### src/rtl/jsu_pkg.sv
// Package for the JSON string unescape unit: modes, request types, decode helpers.
package jsu_pkg;

  localparam int QUEUE_DEPTH_DEF = 4;

  localparam logic [7:0] CH_QUOTE = 8'h22;
  localparam logic [7:0] CH_BSLASH = 8'h5C;
  localparam logic [7:0] CH_U = 8'h75;

  localparam logic [20:0] CP_SUPP_BASE = 21'h10000;
  localparam logic [20:0] CP_REPLACE = 21'h00FFFD;
  localparam logic [5:0] SURR_HIGH_TAG = 6'b110110;
  localparam logic [5:0] SURR_LOW_TAG = 6'b110111;

  // UTF-8 bytes of U+FFFD
  localparam logic [7:0] REPL_B0 = 8'hEF;
  localparam logic [7:0] REPL_B1 = 8'hBF;
  localparam logic [7:0] REPL_B2 = 8'hBD;
  localparam logic [2:0] REPL_LEN = 3'd3;

  typedef enum logic [2:0] {
    MODE_IDLE,
    MODE_BODY,
    MODE_ESC,
    MODE_HEX,
    MODE_HELD,
    MODE_HELD_ESC,
    MODE_HEX2
  } mode_t;

  typedef enum logic [2:0] {
    ERR_NO_OPEN,
    ERR_UNTERM,
    ERR_UNTERM_ESC,
    ERR_TRUNC_U,
    ERR_BAD_HEX,
    ERR_UNKNOWN_ESC
  } err_t;

  typedef enum logic [2:0] {
    OP_NONE,
    OP_RAW,
    OP_CP,
    OP_DONE,
    OP_ERR
  } op_t;

  // One request from front to back: optional U+FFFD, then one main action.
  typedef struct packed {
    logic        pre_repl;
    op_t         op;
    logic [20:0] data;
  } cmd_t;

  // {valid, digit}
  function automatic logic [4:0] hex_decode(input logic [7:0] c);
    logic [4:0] r;
    r = '0;
    if (c >= 8'h30 && c <= 8'h39) r = {1'b1, 4'(c - 8'h30)};
    else if (c >= 8'h61 && c <= 8'h66) r = {1'b1, 4'(c - 8'h57)};
    else if (c >= 8'h41 && c <= 8'h46) r = {1'b1, 4'(c - 8'h37)};
    return r;
  endfunction

  // {valid, byte}
  function automatic logic [8:0] esc_decode(input logic [7:0] c);
    logic [8:0] r;
    r = '0;
    unique case (c)
      8'h22: r = {1'b1, 8'h22};
      8'h5C: r = {1'b1, 8'h5C};
      8'h2F: r = {1'b1, 8'h2F};
      8'h62: r = {1'b1, 8'h08};
      8'h66: r = {1'b1, 8'h0C};
      8'h6E: r = {1'b1, 8'h0A};
      8'h72: r = {1'b1, 8'h0D};
      8'h74: r = {1'b1, 8'h09};
      default: r = '0;
    endcase
    return r;
  endfunction

endpackage

### src/rtl/jsu_front.sv
// Front end: accepts input bytes, tracks string/escape state, issues decode requests.
module jsu_front
  import jsu_pkg::*;
(
  input  logic       clk,
  input  logic       rst_n,
  input  logic       in_valid,
  output logic       in_ready,
  input  logic [7:0] in_byte,
  input  logic       in_end_of_text,
  input  logic       q_full,
  output logic       q_push,
  output cmd_t       q_cmd
);

  mode_t       mode_r, mode_nxt;
  logic [15:0] acc_r, acc_nxt;
  logic [1:0]  cnt_r, cnt_nxt;
  logic [9:0]  held_r, held_nxt;
  cmd_t        cmd;
  logic [4:0]  hx;
  logic [8:0]  es;
  logic [15:0] acc_new;
  logic        new_low, new_high;
  logic        accept;

  assign in_ready = !q_full;
  assign accept   = in_valid && in_ready;
  assign hx       = hex_decode(in_byte);
  assign es       = esc_decode(in_byte);
  assign acc_new  = {acc_r[11:0], hx[3:0]};
  assign new_low  = (acc_new[15:10] == SURR_LOW_TAG);
  assign new_high = (acc_new[15:10] == SURR_HIGH_TAG);

  always_ff @(posedge clk) begin
    if (!rst_n) begin
      mode_r <= MODE_IDLE;
      acc_r  <= '0;
      cnt_r  <= '0;
      held_r <= '0;
    end else if (accept) begin
      mode_r <= mode_nxt;
      acc_r  <= acc_nxt;
      cnt_r  <= cnt_nxt;
      held_r <= held_nxt;
    end
  end

  always_comb begin
    mode_nxt = mode_r;
    acc_nxt  = acc_r;
    cnt_nxt  = cnt_r;
    held_nxt = held_r;
    cmd      = '0;
    cmd.op   = OP_NONE;
    if (in_end_of_text) begin
      mode_nxt = MODE_IDLE;
      acc_nxt  = '0;
      cnt_nxt  = '0;
      held_nxt = '0;
      cmd.op   = OP_ERR;
      unique case (mode_r)
        MODE_BODY, MODE_HELD:    cmd.data = 21'(ERR_UNTERM);
        MODE_ESC, MODE_HELD_ESC: cmd.data = 21'(ERR_UNTERM_ESC);
        MODE_HEX, MODE_HEX2:     cmd.data = 21'(ERR_TRUNC_U);
        default:                 cmd.data = 21'(ERR_NO_OPEN);
      endcase
    end else begin
      unique case (mode_r)
        MODE_BODY: begin
          if (in_byte == CH_QUOTE) begin
            cmd.op   = OP_DONE;
            mode_nxt = MODE_IDLE;
            acc_nxt  = '0;
            cnt_nxt  = '0;
            held_nxt = '0;
          end else if (in_byte == CH_BSLASH) begin
            mode_nxt = MODE_ESC;
          end else begin
            cmd.op   = OP_RAW;
            cmd.data = 21'(in_byte);
          end
        end
        MODE_ESC, MODE_HELD_ESC: begin
          if (in_byte == CH_U) begin
            mode_nxt = (mode_r == MODE_ESC) ? MODE_HEX : MODE_HEX2;
            acc_nxt  = '0;
            cnt_nxt  = '0;
          end else if (!es[8]) begin
            cmd.op   = OP_ERR;
            cmd.data = 21'(ERR_UNKNOWN_ESC);
            mode_nxt = MODE_IDLE;
            acc_nxt  = '0;
            cnt_nxt  = '0;
            held_nxt = '0;
          end else begin
            cmd.pre_repl = (mode_r == MODE_HELD_ESC);
            cmd.op       = OP_RAW;
            cmd.data     = 21'(es[7:0]);
            held_nxt     = '0;
            mode_nxt     = MODE_BODY;
          end
        end
        MODE_HEX, MODE_HEX2: begin
          if (!hx[4]) begin
            cmd.op   = OP_ERR;
            cmd.data = 21'(ERR_BAD_HEX);
            mode_nxt = MODE_IDLE;
            acc_nxt  = '0;
            cnt_nxt  = '0;
            held_nxt = '0;
          end else if (cnt_r != 2'd3) begin
            acc_nxt = acc_new;
            cnt_nxt = cnt_r + 2'd1;
          end else begin
            cnt_nxt = '0;
            acc_nxt = '0;
            if (mode_r == MODE_HEX2 && new_low) begin
              cmd.op   = OP_CP;
              cmd.data = CP_SUPP_BASE + 21'({held_r, acc_new[9:0]});
              held_nxt = '0;
              mode_nxt = MODE_BODY;
            end else begin
              cmd.pre_repl = (mode_r == MODE_HEX2);
              if (new_high) begin
                held_nxt = acc_new[9:0];
                mode_nxt = MODE_HELD;
              end else begin
                held_nxt = '0;
                cmd.op   = OP_CP;
                cmd.data = new_low ? CP_REPLACE : 21'(acc_new);
                mode_nxt = MODE_BODY;
              end
            end
          end
        end
        MODE_HELD: begin
          if (in_byte == CH_BSLASH) begin
            mode_nxt = MODE_HELD_ESC;
          end else begin
            cmd.pre_repl = 1'b1;
            held_nxt     = '0;
            if (in_byte == CH_QUOTE) begin
              cmd.op   = OP_DONE;
              mode_nxt = MODE_IDLE;
              acc_nxt  = '0;
              cnt_nxt  = '0;
            end else begin
              cmd.op   = OP_RAW;
              cmd.data = 21'(in_byte);
              mode_nxt = MODE_BODY;
            end
          end
        end
        default: begin
          mode_nxt = MODE_IDLE;
          acc_nxt  = '0;
          cnt_nxt  = '0;
          held_nxt = '0;
          if (in_byte == CH_QUOTE) begin
            mode_nxt = MODE_BODY;
          end else begin
            cmd.op   = OP_ERR;
            cmd.data = 21'(ERR_NO_OPEN);
          end
        end
      endcase
    end
  end

  assign q_cmd  = cmd;
  assign q_push = accept && (cmd.pre_repl || cmd.op != OP_NONE);

endmodule

### src/rtl/jsu_cmdq.sv
// Small request queue between the front end and the byte emitter.
module jsu_cmdq
  import jsu_pkg::*;
#(
  parameter int DEPTH = QUEUE_DEPTH_DEF
) (
  input  logic clk,
  input  logic rst_n,
  input  logic push,
  input  cmd_t push_cmd,
  output logic full,
  input  logic pop,
  output logic head_valid,
  output cmd_t head_cmd
);

  localparam int PTR_W = (DEPTH > 1) ? $clog2(DEPTH) : 1;
  localparam int CNT_W = $clog2(DEPTH + 1);

  cmd_t             mem_r [DEPTH];
  logic [PTR_W-1:0] wr_ptr_r, rd_ptr_r;
  logic [CNT_W-1:0] cnt_r;
  logic             do_pop;

  assign full       = (cnt_r == CNT_W'(DEPTH));
  assign head_valid = (cnt_r != '0);
  assign head_cmd   = mem_r[rd_ptr_r];
  assign do_pop     = pop && head_valid;

  always_ff @(posedge clk) begin
    if (push) mem_r[wr_ptr_r] <= push_cmd;
  end

  always_ff @(posedge clk) begin
    if (!rst_n) begin
      wr_ptr_r <= '0;
      rd_ptr_r <= '0;
      cnt_r    <= '0;
    end else begin
      if (push) begin
        wr_ptr_r <= (wr_ptr_r == PTR_W'(DEPTH - 1)) ? '0 : wr_ptr_r + PTR_W'(1);
      end
      if (do_pop) begin
        rd_ptr_r <= (rd_ptr_r == PTR_W'(DEPTH - 1)) ? '0 : rd_ptr_r + PTR_W'(1);
      end
      if (push && !do_pop) cnt_r <= cnt_r + CNT_W'(1);
      else if (do_pop && !push) cnt_r <= cnt_r - CNT_W'(1);
    end
  end

endmodule

### src/rtl/jsu_back.sv
// Back end: expands each request into UTF-8 result items through an output register.
module jsu_back
  import jsu_pkg::*;
(
  input  logic       clk,
  input  logic       rst_n,
  input  logic       head_valid,
  input  cmd_t       head_cmd,
  output logic       pop,
  output logic       out_valid,
  input  logic       out_ready,
  output logic [7:0] out_byte,
  output logic       out_byte_valid,
  output logic       out_string_done,
  output logic       out_error_flag,
  output logic [2:0] out_error_kind,
  output logic       out_last
);

  logic [2:0] idx_r;
  logic       valid_r;
  logic [7:0] byte_r;
  logic       bvalid_r, done_r, err_r, last_r;
  logic [2:0] kind_r;

  logic [2:0]  n_pre, n_main, total, j;
  logic [2:0]  cp_len;
  logic [20:0] cp;
  logic [7:0]  cp_byte, e_byte;
  logic        e_bvalid, e_done, e_err, e_last;
  logic [2:0]  e_kind;
  logic        load;

  assign cp = head_cmd.data;

  always_comb begin
    if (cp < 21'h80) cp_len = 3'd1;
    else if (cp < 21'h800) cp_len = 3'd2;
    else if (cp < 21'h10000) cp_len = 3'd3;
    else cp_len = 3'd4;
  end

  assign n_pre = head_cmd.pre_repl ? REPL_LEN : 3'd0;

  always_comb begin
    case (head_cmd.op)
      OP_NONE: n_main = 3'd0;
      OP_CP:   n_main = cp_len;
      default: n_main = 3'd1;
    endcase
  end

  assign total = n_pre + n_main;
  assign j     = idx_r - n_pre;

  always_comb begin
    cp_byte = 8'h00;
    case (cp_len)
      3'd1: cp_byte = {1'b0, cp[6:0]};
      3'd2: begin
        case (j[1:0])
          2'd0:    cp_byte = {3'b110, cp[10:6]};
          default: cp_byte = {2'b10, cp[5:0]};
        endcase
      end
      3'd3: begin
        case (j[1:0])
          2'd0:    cp_byte = {4'b1110, cp[15:12]};
          2'd1:    cp_byte = {2'b10, cp[11:6]};
          default: cp_byte = {2'b10, cp[5:0]};
        endcase
      end
      default: begin
        case (j[1:0])
          2'd0:    cp_byte = {5'b11110, cp[20:18]};
          2'd1:    cp_byte = {2'b10, cp[17:12]};
          2'd2:    cp_byte = {2'b10, cp[11:6]};
          default: cp_byte = {2'b10, cp[5:0]};
        endcase
      end
    endcase
  end

  always_comb begin
    e_byte   = 8'h00;
    e_bvalid = 1'b0;
    e_done   = 1'b0;
    e_err    = 1'b0;
    e_kind   = 3'd0;
    if (idx_r < n_pre) begin
      e_bvalid = 1'b1;
      case (idx_r[1:0])
        2'd0:    e_byte = REPL_B0;
        2'd1:    e_byte = REPL_B1;
        default: e_byte = REPL_B2;
      endcase
    end else begin
      case (head_cmd.op)
        OP_RAW: begin
          e_bvalid = 1'b1;
          e_byte   = head_cmd.data[7:0];
        end
        OP_CP: begin
          e_bvalid = 1'b1;
          e_byte   = cp_byte;
        end
        OP_DONE: e_done = 1'b1;
        OP_ERR: begin
          e_err  = 1'b1;
          e_kind = head_cmd.data[2:0];
        end
        default: e_bvalid = 1'b0;
      endcase
    end
  end

  assign e_last = (idx_r == total - 3'd1);
  assign load   = !valid_r || out_ready;
  assign pop    = load && head_valid && e_last;

  always_ff @(posedge clk) begin
    if (!rst_n) begin
      valid_r <= 1'b0;
      idx_r   <= '0;
    end else if (load) begin
      valid_r <= head_valid;
      if (head_valid) idx_r <= e_last ? 3'd0 : idx_r + 3'd1;
    end
  end

  always_ff @(posedge clk) begin
    if (load) begin
      byte_r   <= e_byte;
      bvalid_r <= e_bvalid;
      done_r   <= e_done;
      err_r    <= e_err;
      kind_r   <= e_kind;
      last_r   <= e_last;
    end
  end

  assign out_valid       = valid_r;
  assign out_byte        = byte_r;
  assign out_byte_valid  = bvalid_r;
  assign out_string_done = done_r;
  assign out_error_flag  = err_r;
  assign out_error_kind  = kind_r;
  assign out_last        = last_r;

endmodule

### src/rtl/json_string_unescape_utf8_unit.sv
// Top level of the streaming JSON string unescape to UTF-8 unit.
//
//   channel | ports                                   | direction
//   --------+-----------------------------------------+----------
//   input   | in_valid/in_ready, in_byte, in_end_of_text | in
//   result  | out_valid/out_ready, out_byte, out_byte_valid,
//           | out_string_done, out_error_flag, out_error_kind, out_last | out
//
// One input byte is taken per cycle while the request queue has room.
// Each result item leaves the output register when out_ready takes it; an input that
// expands to n results holds the back end until all n have left, so long runs of
// multi-byte sequences throttle input through the queue (QUEUE_DEPTH deep).
// Synchronous active-low reset returns to idle, awaiting the opening quote.
// Input and output stall independently; a backed-up output stops the input
// only once the queue fills.
module json_string_unescape_utf8_unit
  import jsu_pkg::*;
#(
  parameter int QUEUE_DEPTH = QUEUE_DEPTH_DEF
) (
  input  logic       clk,
  input  logic       rst_n,
  input  logic       in_valid,
  output logic       in_ready,
  input  logic [7:0] in_byte,
  input  logic       in_end_of_text,
  output logic       out_valid,
  input  logic       out_ready,
  output logic [7:0] out_byte,
  output logic       out_byte_valid,
  output logic       out_string_done,
  output logic       out_error_flag,
  output logic [2:0] out_error_kind,
  output logic       out_last
);

  logic q_full, q_push, q_pop, q_head_valid;
  cmd_t q_cmd, q_head_cmd;

  jsu_front u_front (
    .clk           (clk),
    .rst_n         (rst_n),
    .in_valid      (in_valid),
    .in_ready      (in_ready),
    .in_byte       (in_byte),
    .in_end_of_text(in_end_of_text),
    .q_full        (q_full),
    .q_push        (q_push),
    .q_cmd         (q_cmd)
  );

  jsu_cmdq #(
    .DEPTH(QUEUE_DEPTH)
  ) u_cmdq (
    .clk       (clk),
    .rst_n     (rst_n),
    .push      (q_push),
    .push_cmd  (q_cmd),
    .full      (q_full),
    .pop       (q_pop),
    .head_valid(q_head_valid),
    .head_cmd  (q_head_cmd)
  );

  jsu_back u_back (
    .clk            (clk),
    .rst_n          (rst_n),
    .head_valid     (q_head_valid),
    .head_cmd       (q_head_cmd),
    .pop            (q_pop),
    .out_valid      (out_valid),
    .out_ready      (out_ready),
    .out_byte       (out_byte),
    .out_byte_valid (out_byte_valid),
    .out_string_done(out_string_done),
    .out_error_flag (out_error_flag),
    .out_error_kind (out_error_kind),
    .out_last       (out_last)
  );

endmodule
### config.mk
export PLATFORM = sky130hd
export DESIGN_NAME = json_string_unescape_utf8_unit
export DESIGN_NICKNAME = d
export VERILOG_FILES = /design/src/rtl/jsu_pkg.sv /design/src/rtl/jsu_front.sv /design/src/rtl/jsu_cmdq.sv /design/src/rtl/jsu_back.sv /design/src/rtl/json_string_unescape_utf8_unit.sv
export SDC_FILE = /design/constraint.sdc
export NUM_CORES = 1
export LEC_CHECK = 0
export ABC_AREA = 1
export ABC_CLOCK_PERIOD_IN_PS = 3820
export BUFFER_PORTS_ARGS = -buffer_cell sky130_fd_sc_hd__buf_4
export CAP_MARGIN = 20
export CORE_ASPECT_RATIO = 0.8
export CORE_UTILIZATION = 29
export CTS_CLUSTER_SIZE = 24
export DETAILED_ROUTE_END_ITERATION = 10
export HOLD_SLACK_MARGIN = 0.02
export PLACE_DENSITY = 0.5
export SETUP_SLACK_MARGIN = 0.15
export SLEW_MARGIN = 25
export SYNTH_ARGS = -nofsm -noshare
export SYNTH_HDL_FRONTEND = slang
export SYNTH_SLANG_ARGS = --single-unit
### constraint.sdc
create_clock -name clk -period 3.82 [get_ports clk]
set_input_delay 0.191 -clock clk [delete_from_list [all_inputs] [get_ports clk]]
set_output_delay 0.191 -clock clk [all_outputs]
set_load 0.01 [all_outputs]
After elaboration in Yosys (flattened, before gate mapping)

Memory sizes are Yosys's and may differ from the RTL's. A register that Yosys moved wholly into a read port is not among the register bits.
Cells that the tools add are included.
W data, S select, Z words.

Add/subtract/negate cells: 13
Multipliers: 0
Divide/modulo/power cells: 0
$lt $le $gt $ge: 10
Equal/unequal tests: 38
Shift operators: 0
Muxes and demuxes: 89
Bitwise logic cells: 1
Reductions and logical operators: 32

Operators with widths:

| kind                     | count |
|---|---|
| $mux W16                 | 8 |
| $mux W24                 | 5 |
| $pmux W24 S4             | 1 |
| $mux W10                 | 8 |
| $mux W25                 | 3 |
| $pmux W9 S8              | 1 |
| $pmux W16 S4             | 1 |
| $eq A8 B7 Y1 const B     | 7 |
| $mux W3                  | 16 |
| $pmux W10 S4             | 1 |
| $mux W2                  | 14 |
| $pmux W7 S2              | 2 |
| $pmux W8 S3              | 1 |
| $mux W23                 | 1 |
| $mux W22                 | 1 |
| $add A17 B20 Y21 const A | 1 |
| $lt A21 B12 Y1 const B   | 1 |
| $lt A21 B17 Y1 const B   | 1 |
| $lt A21 B8 Y1 const B    | 1 |
| $mux W21                 | 1 |
| $pmux W7 S3              | 1 |
| $eq A3 B2 Y1 const B     | 6 |
| $eq A8 B6 Y1 const B     | 2 |
| $ge A8 B7 Y1 const B     | 2 |
| 44 further kinds         | 97 |

Register bits: 57
Latch bits: 0
RAM bits: 100
Bits in read-only memories: 0
Logic and storage cells: 199
Memories: 1

Memory list:

| name         | depth | bits a word | rd ports | clocked after memory_dff | write ports | line           | text |
|---|---|---|---|---|---|---|---|
| u_cmdq.mem_r | 4     | 25          | 1        | 1                        | 1           | jsu_cmdq.sv:20 | `cmd_t mem_r [DEPTH];` |

Logic depth before layout (Yosys ltp)

Gate-level depths: netlist of the first run.

Depth after elaboration: 19
Depth in mapped cells: 27
Mapped depth without buffers: 25

Hierarchy

From an unflattened synthesis of the first run, not the netlist that was laid out.

Cells, all modules: 989
Area, all modules: 8530.7 µm²

By module, submodules not included:

| module    | times used | cells each | area each (µm²) |
|---|---|---|---|
| jsu_cmdq  | 1          | 306        | 4290.4 |
| jsu_front | 1          | 420        | 2477.4 |
| jsu_back  | 1          | 263        | 1762.9 |

Least setup slack after synthesis of the first run

Ideal clock, no wire load.

Kind: register to register
From: register with a tool-made name
To: register u_cmdq.cnt_r[1]
Setup time: 120 ps
Data arrival time: 3512 ps
Slack: 188 ps
Stages on the path, launching flop included: 23
Cells stage by stage: dfxtp_1 buf_6 buf_4 nand2_1 nand3_1 nand2_1 nand2_2 nor2_4 nand2_2 buf_2 or2_2 ha_1 inv_1 ha_1 xnor2_1 xnor2_1 xor2_2 nand3_2 ha_1 inv_1 fa_1 o21ai_0 a21oi_1

RTL lines:

| item                   | line           | text |
|---|---|---|
| end signal: assignment | jsu_cmdq.sv:46 | `if (push && !do_pop) cnt_r <= cnt_r + CNT_W'(1);` |
| end signal: assignment | jsu_cmdq.sv:47 | `else if (do_pop && !push) cnt_r <= cnt_r - CNT_W'(1);` |
| end: declaration       | jsu_cmdq.sv:22 | `logic [CNT_W-1:0] cnt_r;` |

==> impl_summary.log, run 1 <==
[metrics] area added between synthesis and finish: 23.92%
[metrics] cell-by-cell listing of the critical path: buf_6 > clkbuf_16 > nand2_1 > nand3_1 > nand2_1 > nand2_2 > nor2_4 > nand2_1 > nor2_2 > nor2_2 > o22ai_1 > ha_2 > inv_2 > ha_4 > xnor2_4 > xnor2_2 > xor2_2 > nand3_2 > ha_4 > inv_4 > fa_2 > o21ai_2 > a21oi_1
[metrics] leading register cell type out of synthesis: sky130_fd_sc_hd__edfxtp_1
[metrics] total wirelength of the detailed-routed design: 22,120 µm
[metrics] Critical Path Max Stage Delay: 0.43 ns
[metrics] Detailed Place HPWL: 15,750 µm
[metrics] IO Pins: 30
[metrics] number of optimization iterations in the first detailed-route pass: 5
[metrics] number of clock sinks seen by CTS: 155
[metrics] cell accounting for the most synthesized area: sky130_fd_sc_hd__edfxtp_1
[metrics] fraction of the yosys area taken by sequential cells: 0.5232
[metrics] Via density: 4.736
[metrics] number of nets in the finished design: 1,086
[metrics] Worst path most repeated cell: sky130_fd_sc_hd__nand2_1
[metrics] kind of end point of the critical path: register
[metrics] worst setup margin: 0.2311 ns
[metrics] worst hold path cell count: 3
[metrics] number of storage elements in the synthesis netlist: 155
[metrics] first-pass GRT wire length: 34,180 µm
[metrics] reported max-cap violation count: 0
[metrics] worst relative slew slack: 0.5080
[metrics] number of DRC markers in iteration 0: 541
[metrics] number of buffers added by the clock tree synthesis step: 17
[metrics] CP max-delay cell: sky130_fd_sc_hd__fa_2
[metrics] maximum clock frequency: 278.6 MHz
[metrics] synthesized area divided by synthesized cell count: 8.416 µm²
[metrics] number of distinct library cell variants in the gate-level netlist after synthesis: 48
[metrics] Worst Hold Path EP: u_cmdq.cnt_r[1]$_SDFFE_PN0P_
[metrics] number of global-route vias before repair: 6,162
[metrics] die area: 28,710 µm²
[metrics] row cnt: 54
[metrics] total vias in the final route: 6,754
[metrics] pre-CTS worst setup slack: 0.09259 ns
[metrics] Max VDD drop: 0.0003734 V
[metrics] number of flops mapped to enable cells by yosys: 115
[metrics] classification of the worst-slack hold path: in2reg
[metrics] all-layer global routing usage: 0.1576
[metrics] number of instances in the synthesized netlist: 966
[metrics] arrival time of the worst setup path: 3.92 ns
[metrics] die height: 151.8 µm
[metrics] Final Setup Violations: 0
[metrics] Power Dens Cells: 602.7 nW/µm²
[metrics] layout cell share with drive strength beyond 1: 0.1968
[metrics] Pleak: 4.089 nW
[metrics] Net Count, Synth: 1,002
[metrics] count of antenna diodes in the layout: 0
[metrics] CP Data Required Time: 4.15 ns
[metrics] final weighted congestion in routability-driven placement: 0.8551
[metrics] Final Slew Violations: 0
[metrics] chip width: 189.2 µm
[metrics] Critical Path Fanout Max: 7
[metrics] run status: completed
[metrics] antenna violations before repair: 0
[metrics] pin slew with the least headroom to its limit: 0.7344 ns
[metrics] maximum number of pins on one net before global-route repair: 29
[metrics] CTS Buffer Depth: 2
[metrics] endpoint of the lowest-slack register-to-register path: u_cmdq.cnt_r[1]$_SDFFE_PN0P_
[metrics] worst hold path startpoint: rst_n
[metrics] Crit Path Class: reg2reg
[metrics] antenna-violating nets left: 0
[metrics] Port Buffers: 29
[metrics] unrepaired setup endpoints after global routing: yes
[metrics] # hold bufs at CTS: 0
[metrics] reg2reg path depth: 23
[metrics] per-cell routed wire length: 15.51 µm
[metrics] Clk pin slew, worst setup/hold paths: 0.07 ns
[metrics] main area contributors after synthesis: sky130_fd_sc_hd__edfxtp_1, sky130_fd_sc_hd__nand2_1, sky130_fd_sc_hd__dfxtp_1, sky130_fd_sc_hd__nand3_1, sky130_fd_sc_hd__nor2_1
[metrics] Power, Total: 6.072 mW
[metrics] Post-synth ARST share: 0
[metrics] cell area after technology mapping: 8130 µm²
[metrics] clock tree from TritonCTS: done
[metrics] GRT overflow: 0
[metrics] final core area utilization: 0.3673
[metrics] period utilisation layout: 0.9395
[metrics] final hold viol count: 0
[metrics] worst clock skew on the final layout: 0.01260 ns
[metrics] core area: 27,430 µm²
[metrics] Clock Root Buffer: sky130_fd_sc_hd__clkbuf_16
[metrics] Synthesis Warnings: 0
[metrics] post-route minimum period: 3.589 ns
[metrics] clock insertion delay at the later pin of the skew report: 0.44 ns
[metrics] number of H-tree branching levels: 4
[metrics] launching element type of the critical path: register
[metrics] area share of the leading cell type in the synthesized netlist: 0.4247
[metrics] initial core utilization: 0.2964
[metrics] Register-to-Register Setup Slack: 0.23 ns
[metrics] # DRC: 0
==> flip-flops by register name, indices dropped and copies added (netlist names), named ones only <==
| signal | count |
|---|---|
| u_back.idx_r | 3 |
| u_back.out_byte | 8 |
| u_back.out_byte_valid | 1 |
| u_back.out_error_flag | 1 |
| u_back.out_error_kind | 3 |
| u_back.out_last | 1 |
| u_back.out_string_done | 1 |
| u_back.out_valid | 1 |
| u_cmdq.cnt_r | 3 |
| u_cmdq.mem_r | 100 |
| u_cmdq.rd_ptr_r | 2 |
| u_cmdq.wr_ptr_r | 2 |
| u_front.acc_r | 12 |
| u_front.cnt_r | 2 |
| u_front.held_r | 10 |
| u_front.mode_r | 3 |
==> area by class of cell <==
class | count | area, µm²
clock inverter | 14 | 136.4
inverter | 114 | 447.9
sequential | 155 | 4259
tap | 364 | 455.4
timing repair inverter | 2 | 25.02
multi-input combinational | 668 | 3465
fill | 2810 | 17360
clock buffer | 17 | 425.4
timing repair buffer | 92 | 860.8
==> worst max path at each step <==
stage                        start                            to  cells after the start
after floorplan           register  u_cmdq.cnt_r[1]$_SDFFE_PN0P_                     22
after global routing      register  u_cmdq.cnt_r[2]$_SDFFE_PN0P_                     26
final                     register  u_cmdq.cnt_r[1]$_SDFFE_PN0P_                     23
after global placement    register  u_cmdq.cnt_r[1]$_SDFFE_PN0P_                     21
after CTS                 register  u_cmdq.cnt_r[1]$_SDFFE_PN0P_                     21
after detailed placement  register  u_cmdq.cnt_r[1]$_SDFFE_PN0P_                     21
==> cells by family after synthesis <==
family / synth area share
buf+inv: 0.07602
xor+xnor: 0.01062
flops: 0.5232
simple gates: 0.2501
compound gates: 0.1037
fa+ha+maj: 0.03632
==> critical path, delay by kind of cell, from the launching register on <==
kind,cells,cell delay (ns)
AO/OA/AOI/OAI,3,0.34
flip-flops,1,0.41
AND/OR/NAND/NOR,9,0.87
buffers and inverters,4,0.38
adder cells (fa/ha/maj),4,1.01
XOR/XNOR,3,0.49
==> per-stage QoR <==
step | instance area, µm² | TNS (ns) | hold slack (ns) | cells
CTS | 9597 | 0 | 0.1315 | 1404
global placement | 8931 | 0 | 0.4354 | 1367
floorplan | 8130 | 0 | 0.3294 | 966
finish | 10070 | 0 | 0.1359 | 1426
global route | 10070 | -0.01312 | 0.1588 | 1426
detailed placement | 8931 | 0 | 0.4421 | 1367
==> layer usage <==
metal | vias up | global-route usage | wire length (µm)
li1 | 3396 | - | -
met1 | 3169 | 0.2402 | 11550
met2 | 176 | 0.2228 | 9181
met3 | 13 | 0.03247 | 1187
met4 | 0 | 0.04032 | 203
met5 | - | 0 | 0
==> power breakdown <==
part           internal [mW]  total (mW)  switching, mW  leakage [nW]
registers               2.12        2.23          0.116          1.43
clock network          0.907        1.63          0.727         0.268
logic                  0.889        2.20           1.31          2.39
total                   3.91        6.07           2.16          4.09
==> layout by cell type (no fill, tap or decap), types with 24 or more instances in the layout <==
| cell type | synthesis | routed |
|---|---|---|
| sky130_fd_sc_hd__buf_4 | 6 | 77 |
| sky130_fd_sc_hd__nand2_2 | 10 | 24 |
| sky130_fd_sc_hd__dfxtp_1 | 40 | 38 |
| sky130_fd_sc_hd__nor2_1 | 108 | 100 |
| sky130_fd_sc_hd__o21ai_0 | 33 | 31 |
| sky130_fd_sc_hd__edfxtp_1 | 115 | 115 |
| sky130_fd_sc_hd__nand2_1 | 250 | 234 |
| sky130_fd_sc_hd__a21oi_1 | 69 | 69 |
| sky130_fd_sc_hd__nand3_1 | 82 | 74 |
| sky130_fd_sc_hd__inv_1 | 100 | 96 |
==> repair_timing <==
item                       in CTS  in global routing
buffers inserted                5                 17
pin swaps                       2                 29
setup endpoints to repair       2                  3
resized for setup              10                 57
gates cloned                    1                  5
==> synthesized netlist by cell type (all sizes together) (2+ instances only) <==
cell / instances
clkbuf: 9
nor2: 115
buf: 20
a21oi: 69
or2: 3
o31ai: 2
a31oi: 7
o211ai: 7
o21ai: 42
nor3: 18
nand3: 83
nand4: 2
xor2: 6
o22ai: 9
nand2: 260
inv: 112
nand3b: 4
clkinv: 2
edfxtp: 115
o221ai: 2
xnor2: 3
ha: 22
dfxtp: 40
a211oi: 2
(Power assumes the default switching activity.)
==> inputs of run 2 (changes only) <==
Settings changed: ABC_AREA 1 to default.
==> run 2 against run 1 <==
The run now ends with negative setup slack left; global-route usage shrank 1.0 points; critical path type unchanged; largest cell class unchanged; largest power group is now combinational logic; utilization is 0.64 points lower; clock power hardly changed; clock skew is 0.0012 ns lower; critical path depth fell by 4; cell count shrank 21%; combinational power increased by 3%; synthesized cell count decreased by 30%; final area fell by 2.5%; register-to-register slack worse by 0.56 ns; area after synthesis down 1.5%; highest routed layer unchanged.
==> impl_summary.log, run 2 <==
[metrics] run status: finished with violations
[metrics] violations in the final reports: negative setup slack
[metrics] Power Dens Cells: 614.8 nW/µm²
[metrics] worst clock skew on the final layout: 0.01136 ns
[metrics] maximum number of pins on one net before global-route repair: 45
[metrics] number of optimization iterations in the first detailed-route pass: 5
[metrics] initial core utilization: 0.2941
[metrics] Register-to-Register Setup Slack: -0.33 ns
[metrics] Clock Root Buffer: sky130_fd_sc_hd__clkbuf_16
[metrics] unrepaired setup endpoints after global routing: yes
[metrics] Crit Path Class: reg2reg
[metrics] number of global-route vias before repair: 5,504
[metrics] Detailed Place HPWL: 14,220 µm
[metrics] Worst Hold Path EP: u_front.mode_r[1]$_SDFFE_PN0P_
[metrics] launching element type of the critical path: register
[metrics] synthesized area divided by synthesized cell count: 11.90 µm²
[metrics] # DRC: 0
[metrics] leading register cell type out of synthesis: sky130_fd_sc_hd__edfxtp_1
[metrics] Final Setup Violations: 2
[metrics] CP Data Required Time: 4.18 ns
[metrics] die height: 150.6 µm
[metrics] reported max-cap violation count: 0
[metrics] antenna-violating nets left: 0
[metrics] die area: 28,290 µm²
[metrics] row cnt: 54
[metrics] classification of the worst-slack hold path: in2reg
[metrics] number of clock sinks seen by CTS: 155
[metrics] final core area utilization: 0.3609
[metrics] Critical Path Fanout Max: 5
[metrics] Power, Total: 6.042 mW
[metrics] fraction of the yosys area taken by sequential cells: 0.5313
[metrics] Post-Place Cells: 1,092
[metrics] IO Pins: 30
[metrics] Critical Path Max Stage Delay: 0.59 ns
[metrics] main area contributors after synthesis: sky130_fd_sc_hd__edfxtp_1, sky130_fd_sc_hd__dfxtp_1, sky130_fd_sc_hd__mux4_2, sky130_fd_sc_hd__ha_1, sky130_fd_sc_hd__nand2_1
[metrics] Port Buffers: 29
[metrics] post-route insts no fill: 1,132
[metrics] per-cell routed wire length: 17.76 µm
[metrics] number of instances in the synthesized netlist: 673
[metrics] first-pass GRT wire length: 31,550 µm
[metrics] core area: 27,230 µm²
[metrics] CP bufs+invs: 4
[metrics] cell area after technology mapping: 8008 µm²
[metrics] period utilisation layout: 1.087
[metrics] chip width: 187.8 µm
[metrics] most used cells in the layout excluding fill and tap cells: sky130_fd_sc_hd__edfxtp_1, sky130_fd_sc_hd__buf_4, sky130_fd_sc_hd__nand2_1
[metrics] combined flip-flop and latch cell area: 4258 µm²
[metrics] max reg flops: 100
[metrics] count of antenna diodes in the layout: 0
[metrics] family with the most delay on the worst path: simple AND/OR/NAND/NOR gates
[metrics] most common cell after layout, fill and taps aside: sky130_fd_sc_hd__edfxtp_1
[metrics] pre-CTS worst setup slack: -0.5339 ns
[metrics] GRT overflow: 0
[metrics] worst hold path cell count: 3
[metrics] number of gates on the worst path with buffers counted: 19
[metrics] area of combinational cells with multiple inputs: 3631 µm²
[metrics] final hold viol count: 0
[metrics] worst relative slew slack: 0.4418
[metrics] Max VDD drop: 0.0003700 V
[metrics] cell accounting for the most synthesized area: sky130_fd_sc_hd__edfxtp_1
[metrics] number of buffers added by the clock tree synthesis step: 17
[metrics] clock tree from TritonCTS: done
[metrics] number of H-tree branching levels: 4
[metrics] total wirelength of the detailed-routed design: 20,100 µm
[metrics] total vias in the final route: 5,727
[metrics] antenna violations before repair: 0
[metrics] reg2reg path depth: 19
[metrics] number of distinct library cell variants in the gate-level netlist after synthesis: 80
[metrics] fill cell count: 2,667
[metrics] most frequent cells after synthesis: sky130_fd_sc_hd__edfxtp_1, sky130_fd_sc_hd__nand2_1, sky130_fd_sc_hd__dfxtp_1, sky130_fd_sc_hd__nor2_1, sky130_fd_sc_hd__o21ai_0
[metrics] number of flops mapped to enable cells by yosys: 115
[metrics] Clk pin slew, worst setup/hold paths: 0.07 ns
[metrics] register with the highest flop count: u_cmdq.mem_r
[metrics] number of nets in the finished design: 791
[metrics] endpoint of the lowest-slack register-to-register path: u_cmdq.cnt_r[2]$_SDFFE_PN0P_
[metrics] maximum clock frequency: 240.8 MHz
[metrics] post-route minimum period: 4.152 ns
[metrics] registers with the most flip-flops: u_cmdq.mem_r x100, u_front.acc_r x12, u_front.held_r x10
[metrics] all-layer global routing usage: 0.1472
[metrics] number of DRC markers in iteration 0: 461
[metrics] arrival time of the worst setup path: 4.51 ns
[metrics] pin slew with the least headroom to its limit: 0.8310 ns
[metrics] CTS Buffer Depth: 2
[metrics] leading cell type by number of instances after synthesis: sky130_fd_sc_hd__edfxtp_1
[metrics] Final Slew Violations: 0
[metrics] worst hold path startpoint: in_end_of_text
[metrics] Net Count, Synth: 709
[metrics] worst setup margin: -0.3320 ns
[metrics] Post-synth ARST share: 0
[metrics] Via density: 5.059
[metrics] CP max-delay cell: sky130_fd_sc_hd__or4_4
[metrics] area added between synthesis and finish: 22.72%
[metrics] kind of end point of the critical path: register
[metrics] cell-by-cell listing of the critical path: buf_4 > mux4_2 > or4_4 > nor3_4 > o21a_1 > ha_2 > inv_2 > ha_4 > xor2_4 > xnor2_2 > xnor2_2 > a2111oi_4 > inv_1 > ha_4 > inv_2 > fa_2 > xor2_1 > or3_1 > a21boi_1
[metrics] Synthesis Warnings: 0
[metrics] number of storage elements in the synthesis netlist: 155
[metrics] clock insertion delay at the later pin of the skew report: 0.42 ns
[metrics] layout cell share with drive strength beyond 1: 0.2539
[metrics] area share of the leading cell type in the synthesized netlist: 0.4312
[metrics] Pleak: 3.362 nW
[metrics] final weighted congestion in routability-driven placement: 0.9052
[run 2: cell count changes after synthesis, moves of 14 or more]
cell,change
sky130_fd_sc_hd__inv_1,-81
sky130_fd_sc_hd__a21boi_1,+16
sky130_fd_sc_hd__nor2_1,-68
sky130_fd_sc_hd__mux4_2,+28
sky130_fd_sc_hd__nand3_1,-65
sky130_fd_sc_hd__clkbuf_1,+14
sky130_fd_sc_hd__nand2_1,-177
sky130_fd_sc_hd__mux2i_1,+24
sky130_fd_sc_hd__a21oi_1,-48
[run 2: cell families (layout without fill, tap and decap cells)]
logic type,count (synthesis),count (layout),synth area share
DFF,155,155,0.5313
buffers and inverters,57,152,0.03094
muxes,55,55,0.1130
xor gates and xnor gates,17,17,0.01859
and+or+nand+nor,230,230,0.1525
adders and majority gates,23,23,0.03687
AOI/OAI and AO/OA,136,136,0.1169
[run 2: worst max-delay path by stage]
| stage | start | end | slack, ns |
|---|---|---|---|
| global route | register | u_cmdq.cnt_r[2]$_SDFFE_PN0P_ | -0.50 |
| finish | register | u_cmdq.cnt_r[2]$_SDFFE_PN0P_ | -0.33 |
| floorplan | register | u_cmdq.cnt_r[2]$_SDFFE_PN0P_ | -0.50 |
| detailed placement | register | u_cmdq.cnt_r[2]$_SDFFE_PN0P_ | -0.53 |
| CTS | register | u_cmdq.cnt_r[2]$_SDFFE_PN0P_ | -0.32 |
| global placement | register | u_cmdq.cnt_r[2]$_SDFFE_PN0P_ | -0.49 |
[run 2: per-stage QoR]
step	TNS [ns]	instance area, µm²	hold slack, ns
floorplan	-1.199	8034	0.4316
global placement	-1.106	9076	0.4488
detailed placement	-1.230	9076	0.4523
CTS	-0.6100	9723	0.1864
global route	-1.056	9827	0.2075
finish	-0.5563	9827	0.1979
[run 2: cell type report]
cell class	count	area share
Clock buffer	19	0.04405
Multi-Input combinational cell	461	0.3695
Timing Repair Buffer	98	0.08492
Inverter	22	0.008403
Tap cell	364	0.04635
Sequential cell	155	0.4333
Clock inverter	13	0.01350
[run 2: power breakdown]
group | internal [mW] | switching (mW)
Combinational | 1.08 | 1.17
Sequential | 2.07 | 0.0911
Clock | 0.916 | 0.712
[run 2: per-layer routing]
| metal | wire (µm) | vias up | global-route usage |
|---|---|---|---|
| met5 | 0 | - | 0 |
| met3 | 1057 | 20 | 0.03450 |
| met2 | 8773 | 149 | 0.2207 |
| met1 | 10010 | 2825 | 0.2094 |
| li1 | - | 2733 | - |
| met4 | 264 | 0 | 0.04553 |
[run 2: what timing repair did]
action                                  CTS  global route
pin swaps                                 8             4
gates resized for setup                  14             9
endpoints found under the setup margin    8             8
hold buffers                              0             0
setup buffers                             2             6
[run 2: worst register-to-register path, stage by stage, from the launching register on]
cell and delay (ns):
sky130_fd_sc_hd__dfxtp_4 0.39, sky130_fd_sc_hd__buf_4 0.12, sky130_fd_sc_hd__mux4_2 0.51, sky130_fd_sc_hd__or4_4 0.59, sky130_fd_sc_hd__nor3_4 0.14, sky130_fd_sc_hd__o21a_1 0.15, sky130_fd_sc_hd__ha_2 0.16, sky130_fd_sc_hd__inv_2 0.04
sky130_fd_sc_hd__ha_4 0.17, sky130_fd_sc_hd__xor2_4 0.19, sky130_fd_sc_hd__xnor2_2 0.15, sky130_fd_sc_hd__xnor2_2 0.21, sky130_fd_sc_hd__a2111oi_4 0.05, sky130_fd_sc_hd__inv_1 0.12, sky130_fd_sc_hd__ha_4 0.13, sky130_fd_sc_hd__inv_2 0.04
sky130_fd_sc_hd__fa_2 0.34, sky130_fd_sc_hd__xor2_1 0.15, sky130_fd_sc_hd__or3_1 0.31, sky130_fd_sc_hd__a21boi_1 0.12
==> inputs of run 3 (changes only) <==
Settings changed: CTS_BUF_LIST from default to sky130_fd_sc_hd__clkbuf_4.
==> run 3 against run 2 <==
The run still ends with negative setup slack left; worst setup slack better by 0.022 ns; global-route usage about the same; non-clock buffer count decreased by 1; utilization down 1.2 points; cell count is the same; total power decreased by 12%; register-to-register slack gained 0.02 ns.
==> impl_summary.log, run 3 (synthesis results as in run 2) <==
[metrics] run status: finished with violations
[metrics] violations in the final reports: negative setup slack
[metrics] max reg flops: 100
[metrics] most used cells in the layout excluding fill and tap cells: sky130_fd_sc_hd__edfxtp_1, sky130_fd_sc_hd__buf_4, sky130_fd_sc_hd__nand2_1
[metrics] pin slew with the least headroom to its limit: 0.8261 ns
[metrics] worst hold path cell count: 2
[metrics] die area: 28,290 µm²
[metrics] CTS Buffer Depth: 2
[metrics] hold slack final: 0.09396 ns
[metrics] maximum clock frequency: 242.1 MHz
[metrics] Clock Root Buffer: sky130_fd_sc_hd__clkbuf_4
[metrics] Post-Place Cells: 1,092
[metrics] number of nets in the finished design: 790
[metrics] Power Dens Cells: 562.6 nW/µm²
[metrics] antenna violations before repair: 1
[metrics] clock insertion delay at the later pin of the skew report: 0.55 ns
[metrics] period utilisation layout: 1.081
[metrics] Pleak: 3.221 nW
[metrics] arrival time of the worst setup path: 4.62 ns
[metrics] chip width: 187.8 µm
[metrics] number of global-route vias before repair: 5,491
[metrics] Final Setup Violations: 2
[metrics] post-route minimum period: 4.130 ns
[metrics] number of optimization iterations in the first detailed-route pass: 5
[metrics] family with the most delay on the worst path: adder cells
[metrics] registers with the most flip-flops: u_cmdq.mem_r x100, u_front.acc_r x12, u_front.held_r x10
[metrics] CP Data Required Time: 4.31 ns
[metrics] all-layer global routing usage: 0.1473
[metrics] Critical Path Max Stage Delay: 0.51 ns
[metrics] number of H-tree branching levels: 4
[metrics] total wirelength of the detailed-routed design: 19,960 µm
[metrics] row cnt: 54
[metrics] Worst Hold Path EP: u_back.idx_r[0]$_SDFFE_PN0P_
[metrics] total vias in the final route: 5,683
[metrics] Worst path most repeated cell: sky130_fd_sc_hd__ha_4
[metrics] CP bufs+invs: 6
[metrics] Clk pin slew, worst setup/hold paths: 0.15 ns
[metrics] final core area utilization: 0.3487
[metrics] unrepaired setup endpoints after global routing: yes
[metrics] GRT overflow: 0
[metrics] worst clock skew on the final layout: 0.02249 ns
[metrics] Power, Total: 5.342 mW
[metrics] IO Pins: 30
[metrics] post-route insts no fill: 1,132
[metrics] Port Buffers: 29
[metrics] Register-to-Register Setup Slack: -0.31 ns
[metrics] # DRC: 0
[metrics] most common cell after layout, fill and taps aside: sky130_fd_sc_hd__edfxtp_1
[metrics] per-cell routed wire length: 17.63 µm
[metrics] register with the highest flop count: u_cmdq.mem_r
[metrics] reg2reg path depth: 21
[metrics] cell-by-cell listing of the critical path: buf_12 > buf_12 > mux4_2 > nor4_2 > buf_4 > and3_4 > nand2_4 > ha_4 > inv_2 > ha_4 > xor2_1 > xnor2_1 > xnor2_2 > a2111oi_4 > inv_1 > ha_4 > inv_2 > fa_2 > xor2_1 > or3_1 > a21boi_1
[metrics] layout cell share with drive strength beyond 1: 0.2477
[metrics] number of DRC markers in iteration 0: 477
[metrics] initial core utilization: 0.2941
[metrics] Final Slew Violations: 0
[metrics] endpoint of the lowest-slack register-to-register path: u_cmdq.cnt_r[2]$_SDFFE_PN0P_
[metrics] number of buffers added by the clock tree synthesis step: 17
[metrics] first-pass GRT wire length: 31,550 µm
[metrics] worst relative slew slack: 0.4450
[metrics] launching element type of the critical path: register
[metrics] Crit Path Class: reg2reg
[metrics] pre-CTS worst setup slack: -0.5339 ns
[metrics] clock tree from TritonCTS: done
[metrics] worst setup margin: -0.3102 ns
[metrics] classification of the worst-slack hold path: in2reg
[metrics] Detailed Place HPWL: 14,220 µm
[metrics] kind of end point of the critical path: register
[metrics] die height: 150.6 µm
[metrics] final hold viol count: 0
[metrics] core area: 27,230 µm²
[metrics] CP max-delay cell: sky130_fd_sc_hd__mux4_2
[metrics] worst hold path startpoint: rst_n
[metrics] number of clock sinks seen by CTS: 155
[metrics] Critical Path Fanout Max: 5
[metrics] maximum number of pins on one net before global-route repair: 45
[metrics] antenna-violating nets left: 0
[metrics] final weighted congestion in routability-driven placement: 0.9052
[metrics] area added between synthesis and finish: 18.58%
[metrics] Via density: 5.020
[metrics] Max VDD drop: 0.0002546 V
[metrics] reported max-cap violation count: 0
==> run 3: routing by layer <==
layer  vias to the layer above  routed length, µm  GRT usage
li1                       2728                  -          -
met1                      2790               9986     0.2106
met2                       141               8649     0.2189
met3                        24                932    0.03240
met4                         0                385    0.05122
met5                         -                  0          0
==> run 3: worst max path at each step <==
stage / start / to / slack [ns] / depth (start not counted)
after floorplan: register / u_cmdq.cnt_r[2]$_SDFFE_PN0P_ / -0.50 / 21
after global placement: register / u_cmdq.cnt_r[2]$_SDFFE_PN0P_ / -0.49 / 18
after detailed placement: register / u_cmdq.cnt_r[2]$_SDFFE_PN0P_ / -0.53 / 18
after CTS: register / u_cmdq.cnt_r[2]$_SDFFE_PN0P_ / -0.32 / 18
after global routing: register / u_cmdq.cnt_r[2]$_SDFFE_PN0P_ / -0.45 / 21
final: register / u_cmdq.cnt_r[2]$_SDFFE_PN0P_ / -0.31 / 21
==> run 3: final cells by class <==
type	count	area [µm²]
Antenna cell	1	2.502
Clock buffer	19	142.6
Clock inverter	13	132.6
Fill cell	2710	17730
Inverter	22	82.58
Multi-Input combinational cell	461	3596
Sequential cell	155	4258
Tap cell	364	455.4
Timing Repair Buffer	97	825.8
==> run 3: through the flow <==
stage          cell area [µm²]  setup TNS, ns
6_report                  9495        -0.5094
5_1_grt                   9495        -0.8848
4_1_cts                   9443        -0.6134
3_5_place_dp              9076         -1.230
3_3_place_gp              9076         -1.106
2_1_floorplan             8034         -1.199
==> run 3: what timing repair did <==
item	4_1_cts	5_1_grt
pin swaps	8	5
buffers inserted	2	4
hold endpoints to repair	1	0
setup endpoints to repair	8	8
hold buffers	1	0
gates resized for setup	14	2
==> run 3: report_power, final <==
| part | switching, mW | internal, mW | leakage [nW] |
|---|---|---|---|
| sequential | 0.0895 | 2.06 | 1.42 |
| combinational | 1.15 | 1.05 | 1.66 |
| clock | 0.635 | 0.357 | 0.145 |
